--- src/hw/rtl/twrtc_pkg.sv ---
// ----------------------------------------------------------------------------
// twrtc_pkg
// Shared types, codes and BCD helpers for the three-wire RTC serial master.
// ----------------------------------------------------------------------------
`default_nettype none

package twrtc_pkg;

	localparam logic [1:0] CMD_WRITE = 2'd0;
	localparam logic [1:0] CMD_READ  = 2'd1;
	localparam logic [1:0] CMD_TICK  = 2'd2;

	localparam logic [1:0] KIND_IDLE  = 2'd0;
	localparam logic [1:0] KIND_WRITE = 2'd1;
	localparam logic [1:0] KIND_READ  = 2'd2;

	localparam int unsigned ADDR_BITS = 8;
	localparam int unsigned SEND_BITS = 16;

	typedef struct packed {
		logic [1:0] cmd;
		logic [7:0] reg_address;
		logic [6:0] write_value;
		logic       data_in;
	} in_item_t;

	typedef struct packed {
		logic       enable_pin;
		logic       clock_pin;
		logic       data_out;
		logic       data_drive;
		logic       busy_res;
		logic       done_res;
		logic [7:0] read_value;
		logic       rejected;
	} out_item_t;

	// Tens by reciprocal: (v * 205) >> 11 is exact for every 7-bit v (below 128).
	function automatic logic [7:0] to_bcd(input logic [6:0] v);
		logic [14:0] prod;
		logic [3:0]  tens;
		logic [6:0]  units;
		prod  = 15'(v) * 15'd205;
		tens  = prod[14:11];
		units = v - 7'(({3'b000, tens} << 3) + ({3'b000, tens} << 1));
		return {tens, units[3:0]};
	endfunction

	function automatic logic [7:0] from_bcd(input logic [7:0] b);
		logic [7:0] hi;
		hi = {4'b0000, b[7:4]};
		return (hi << 3) + (hi << 1) + {4'b0000, b[3:0]};
	endfunction

endpackage

`default_nettype wire

--- src/hw/rtl/three_wire_rtc_serial_master.sv ---
// ----------------------------------------------------------------------------
// three_wire_rtc_serial_master
// Bit-level master for a three-wire RTC link: write address plus BCD value,
// or write address+1 and read back one BCD byte as a decimal value.
// ----------------------------------------------------------------------------
// Each accepted word (start write, start read, or tick) produces exactly one
// result word showing the pin levels after it, plus busy, done, the decoded
// read value and a rejected flag for a start issued while busy. A tick moves
// the line by one half bit, so a write takes 32 ticks and a read 31. The block
// accepts one word per cycle while the output is taken: a word is held in the
// input register, then the line state and the result register update together
// once the result register is empty or its word is being taken.
`default_nettype none

module three_wire_rtc_serial_master
	import twrtc_pkg::*;
(
	input  wire logic       clk,
	input  wire logic       arst_n,
	input  wire logic       in_valid,
	output logic            in_ready,
	input  wire logic [1:0] cmd,
	input  wire logic [7:0] reg_address,
	input  wire logic [6:0] write_value,
	input  wire logic       data_in,
	output logic            out_valid,
	input  wire logic       out_ready,
	output logic            enable_pin,
	output logic            clock_pin,
	output logic            data_out,
	output logic            data_drive,
	output logic            busy_res,
	output logic            done_res,
	output logic [7:0]      read_value,
	output logic            rejected
);

	in_item_t  item_s1;
	logic      valid_s1;
	out_item_t res_q;
	logic      out_valid_q;
	logic      adv;

	logic        enable_q, clock_q, drive_level_q, drive_en_q, half_q;
	logic [1:0]  kind_q;
	logic [4:0]  count_q;
	logic [15:0] send_q;
	logic [7:0]  recv_q;

	logic        enable_d, clock_d, drive_level_d, drive_en_d, half_d;
	logic [1:0]  kind_d;
	logic [4:0]  count_d;
	logic [15:0] send_d;
	logic [7:0]  recv_d;
	logic        done_d, rej_d;
	logic [7:0]  rdval_d;
	logic        busy, receiving;
	logic [4:0]  count_inc;
	logic [15:0] start_word;
	logic [7:0]  recv_bit;

	assign adv      = valid_s1 && (!out_valid_q || out_ready);
	assign in_ready = !valid_s1 || adv;

	always_ff @(posedge clk or negedge arst_n) begin
		if (!arst_n) begin
			valid_s1 <= 1'b0;
		end else if (in_ready) begin
			valid_s1 <= in_valid;
		end
	end

	always_ff @(posedge clk) begin
		if (in_valid && in_ready) begin
			item_s1 <= '{cmd: cmd, reg_address: reg_address,
				write_value: write_value, data_in: data_in};
		end
	end

	assign busy      = kind_q != KIND_IDLE;
	assign receiving = (kind_q == KIND_READ) && (count_q >= 5'(ADDR_BITS));
	assign count_inc = count_q + 5'd1;
	assign recv_bit  = 8'(item_s1.data_in) << count_q[2:0];
	assign start_word = (item_s1.cmd == CMD_WRITE)
		? {to_bcd(item_s1.write_value), item_s1.reg_address}
		: {8'h00, item_s1.reg_address + 8'd1};

	always_comb begin
		enable_d      = enable_q;
		clock_d       = clock_q;
		drive_level_d = drive_level_q;
		drive_en_d    = drive_en_q;
		half_d        = half_q;
		kind_d        = kind_q;
		count_d       = count_q;
		send_d        = send_q;
		recv_d        = recv_q;
		done_d        = 1'b0;
		rej_d         = 1'b0;
		rdval_d       = 8'd0;
		if (item_s1.cmd == CMD_WRITE || item_s1.cmd == CMD_READ) begin
			if (busy) begin
				rej_d = 1'b1;
			end else begin
				send_d        = start_word;
				enable_d      = 1'b1;
				clock_d       = 1'b0;
				drive_en_d    = 1'b1;
				drive_level_d = start_word[0];
				count_d       = 5'd0;
				half_d        = 1'b0;
				recv_d        = 8'd0;
				kind_d        = (item_s1.cmd == CMD_WRITE) ? KIND_WRITE : KIND_READ;
			end
		end else if (item_s1.cmd == CMD_TICK && busy) begin
			if (!half_q) begin
				if (receiving) begin
					// sample on the first half; last bit ends the read
					recv_d = recv_q | recv_bit;
					if (count_q[2:0] == 3'd7) begin
						enable_d = 1'b0;
						kind_d   = KIND_IDLE;
						done_d   = 1'b1;
						rdval_d  = from_bcd(recv_q | recv_bit);
					end else begin
						clock_d = 1'b1;
						half_d  = 1'b1;
					end
				end else begin
					clock_d = 1'b1;
					half_d  = 1'b1;
				end
			end else begin
				clock_d = 1'b0;
				half_d  = 1'b0;
				count_d = count_inc;
				if (kind_q == KIND_WRITE) begin
					if (count_inc >= 5'(SEND_BITS)) begin
						enable_d = 1'b0;
						kind_d   = KIND_IDLE;
						done_d   = 1'b1;
					end else begin
						drive_level_d = send_q[count_inc[3:0]];
					end
				end else if (count_inc < 5'(ADDR_BITS)) begin
					drive_level_d = send_q[count_inc[3:0]];
				end else if (count_inc == 5'(ADDR_BITS)) begin
					// release data for the device to answer
					drive_en_d = 1'b0;
				end
			end
		end
	end

	always_ff @(posedge clk or negedge arst_n) begin
		if (!arst_n) begin
			enable_q      <= 1'b0;
			clock_q       <= 1'b0;
			drive_level_q <= 1'b1;
			drive_en_q    <= 1'b1;
			half_q        <= 1'b0;
			kind_q        <= KIND_IDLE;
			count_q       <= 5'd0;
			send_q        <= 16'd0;
			recv_q        <= 8'd0;
			out_valid_q   <= 1'b0;
		end else begin
			if (adv) begin
				enable_q      <= enable_d;
				clock_q       <= clock_d;
				drive_level_q <= drive_level_d;
				drive_en_q    <= drive_en_d;
				half_q        <= half_d;
				kind_q        <= kind_d;
				count_q       <= count_d;
				send_q        <= send_d;
				recv_q        <= recv_d;
				out_valid_q   <= 1'b1;
			end else if (out_ready) begin
				out_valid_q <= 1'b0;
			end
		end
	end

	always_ff @(posedge clk) begin
		if (adv) begin
			res_q <= '{enable_pin: enable_d, clock_pin: clock_d,
				data_out: drive_level_d, data_drive: drive_en_d,
				busy_res: kind_d != KIND_IDLE, done_res: done_d,
				read_value: rdval_d, rejected: rej_d};
		end
	end

	assign out_valid  = out_valid_q;
	assign enable_pin = res_q.enable_pin;
	assign clock_pin  = res_q.clock_pin;
	assign data_out   = res_q.data_out;
	assign data_drive = res_q.data_drive;
	assign busy_res   = res_q.busy_res;
	assign done_res   = res_q.done_res;
	assign read_value = res_q.read_value;
	assign rejected   = res_q.rejected;

endmodule

`default_nettype wire
--- config.mk ---
export PLATFORM = sky130hd
export DESIGN_NAME = three_wire_rtc_serial_master
export DESIGN_NICKNAME = d
export VERILOG_FILES = /design/src/hw/rtl/twrtc_pkg.sv /design/src/hw/rtl/three_wire_rtc_serial_master.sv
export SDC_FILE = /design/constraint.sdc
export NUM_CORES = 1
export LEC_CHECK = 0
export BUFFER_PORTS_ARGS = -buffer_cell sky130_fd_sc_hd__buf_2
export CAP_MARGIN = 20
export CORE_AREA = 8 8 91 93
export DETAILED_ROUTE_END_ITERATION = 12
export DIE_AREA = 0 0 99 101
export PLACE_DENSITY = 0.86
export SLEW_MARGIN = 40
export SYNTH_ARGS = -nofsm -noshare
export SYNTH_HDL_FRONTEND = slang
export SYNTH_SLANG_ARGS = --single-unit
--- constraint.sdc ---
create_clock -name clk -period 8.2 [get_ports clk]
set_clock_uncertainty 0.05 [all_clocks]
set_input_delay 0.41 -clock clk [delete_from_list [all_inputs] [get_ports clk]]
set_output_delay 0.41 -clock clk [all_outputs]
set_load 0.05 [all_outputs]
==> metrics <==
via/cell ratio=5.77; design area=4710 sq um; Initial Util=0.617; Max Cap Viol=0; CTS buffer count=9; Crit. End Element=flop; Placed Cells=496; gr ovfl total=0; crit path kind=flop to flop; ANT nets after route=0; number of synthesized flops with an enable pin=33; post-cts sizing count=0; Vias=2958; postcts setup bufs=0; Distinct cells, synth=58; max-slew violations=0; CP most frequent cell=ha_1; first-pass GRT wire length=13500 um; final WL=7730 um; CP required=8.42 ns; vias in the first global route=3056; Mapped Area=4280 sq um; H-tree depth=3; #FFs+latches synth=71; Tot Pwr=1.15 mW; Worst path max stage delay=0.50 ns; VDD IR max=127 uV; worst rel slew slack=0.586; CTS tree=yes; Worst path slowest cell=fa_1; WP buf/inv=2; antenna violations before repair=0; Avg Cell Area, Syn=11.1 sq um; Async SR Flop Fraction=0.535; Area growth, synth to finish=10.1%; crit path DAT=4.54 ns; share of post-route cells with drive strength above 1=0.165; fin cells=513; fin worst setup slack=3.88 ns; Max FO, Critical Path=4; CP Cell Sequence=ha_1 -> fa_1 -> ha_1 -> inv_1 -> fa_1 -> inv_1 -> ha_1 -> nand4_1 -> a211oi_1 -> o21ai_0 -> nand2_1 -> xor2_1 -> ha_1 -> xor2_1 -> nand4_1 -> nor2b_1 -> o211ai_1; Seq/Total Area, Yosys=0.454; Iter 0 DRT Violations=121; Ant. Diodes=0; clock period minus worst slack=4.32 ns; synth warn=0; top_reg_cell synth=dfrtp_1; Clock Sinks=71; CP delay by family, top=adder cells; Post-Syn Nets=467; die area=10000 sq um; core area=6940 sq um; largest net degree at the start of global routing=39; RSZ-0062 raised after global routing=false; DRC viols=0; Mapped Cells=387; TritonRoute pass-1 iters=4; Top Ports=39; PwrDens=243 nW/um^2; placed instance area=4530 sq um; commonest non-fill, non-tap cells in the layout=nand2_1, ha_1, buf_2, dfrtp_1, edfxtp_1; Tot GR Track Use=0.168; CTS root buf=clkbuf_8; top layer in use=met4; Final nets=506; cell leakage power=2.22 nW; f_max=0.231 GHz; setup TNS=0 ns; clk buf depth=2; crit share post-route=0.527; Rows=31; final-report setup violation count=0; routed wire length on met2=3880 um; Die W=99 um; Setup WS pre-CTS=3.92 ns; Clock Latency Late Sink=0.35 ns; Layout Utilization=0.679; status=finished clean; WL met3=335 um; crit path launch type=flop; Min Hold Slack=0.180 ns; Worst Hold Class=input port to flop; Final Wtd Congestion=0.881; Clock transition at path regs=0.08 ns; slew at the pin with the worst max-slew slack=0.605 ns; HPWL after DPL=5810 um; IO Port Bufs=38; Routed WL per cell=15.1 um; met1 WL=3380 um; Hold Fails Final Rpt=0; die height=101 um
[worst reg2reg max path, delay by kind of cell, from the launching register on]
kind	cells	cell delay [ns]
compound gates	3	0.59
flops	1	0.46
xor+xnor	2	0.39
fa+ha+maj	6	2.15
simple gates	4	0.51
buf+inv	2	0.09
[area by class of cell]
| type | instances | area [sq um] |
|---|---|---|
| clock buffers | 9 | 124 |
| clock inverters | 7 | 48.8 |
| fillers | 544 | 2230 |
| inverters | 27 | 101 |
| multi-input cells | 278 | 2190 |
| flip-flops and latches | 71 | 1940 |
| well taps | 82 | 103 |
| repair buffers | 39 | 203 |
[what timing repair did]
item | 4_1_cts | 5_1_grt
hold buffers | 1 | 0
hold endpoints to repair | 36 | 0
endpoints found under the setup margin | 0 | 0
[flip-flops by register name (all words and copies together), names as in the netlist, 2 cells and up]
name        cells
kind_q          2
read_value      8
recv_q          8
item_s1        18
count_q         5
send_q         16
[report_power, final]
part           internal (mW)  switching, mW
clock network          0.110          0.136
logic                  0.173          0.215
registers              0.452         0.0604
total                  0.735          0.412
[cells in the mapped netlist, drive strengths merged (3+ instances only)]
library cell  instances  area (sq um)
nand4                 6          37.5
dfrtp                36           901
clkbuf                7          26.3
a31oi                 3          18.8
nor2b                10          62.6
xor2                 11          96.3
a21o                  4          30.0
a21oi                13          68.8
nand3b                3          22.5
and2                  5          31.3
ha                   48           601
nand2                49           184
buf                   4          26.3
nor2                 21          78.8
or2                   4          25.0
edfxtp               33           991
xnor2                 7          68.8
fa                   10           200
mux2i                 3          30.0
inv                  27           101
a31o                  3          26.3
mux4                  4           101
nand3                 7          35.0
nor3                  4          20.0
o31ai                10          80.1
nand2b                5          31.3
o21ai                22           110
[routing by layer]
| layer | vias up | GRT usage |
|---|---|---|
| li1 | 1464 | - |
| met1 | 1422 | 0.191 |
| met2 | 59 | 0.297 |
| met3 | 13 | 0.0387 |
| met4 | 0 | 0.0685 |
| met5 | - | 0 |
[worst paths after layout]
check                      depth (start not counted)        from  slack (ns)       endpoint
max in group asynchronous                          2      arst_n        7.22  drive_level_q
min in group asynchronous                          2      arst_n        0.51      recv_q[4]
max                                               17  item_s1[5]        3.88     send_q[11]
max reg2reg                                       17  item_s1[5]        3.88     send_q[11]
min                                                1      cmd[0]        0.18    item_s1[16]
min reg2reg                                        2  send_q[14]        0.43     send_q[14]
[cells by family after synthesis]
group,synth area share
XOR/XNOR,0.0386
multiplexers,0.0368
AO/OA/AOI/OAI,0.112
adder cells (fa/ha/maj),0.187
AND/OR/NAND/NOR,0.135
buffers and inverters,0.0360
flip-flops,0.454
No activity file was read; power rests on OpenSTA's default activity.
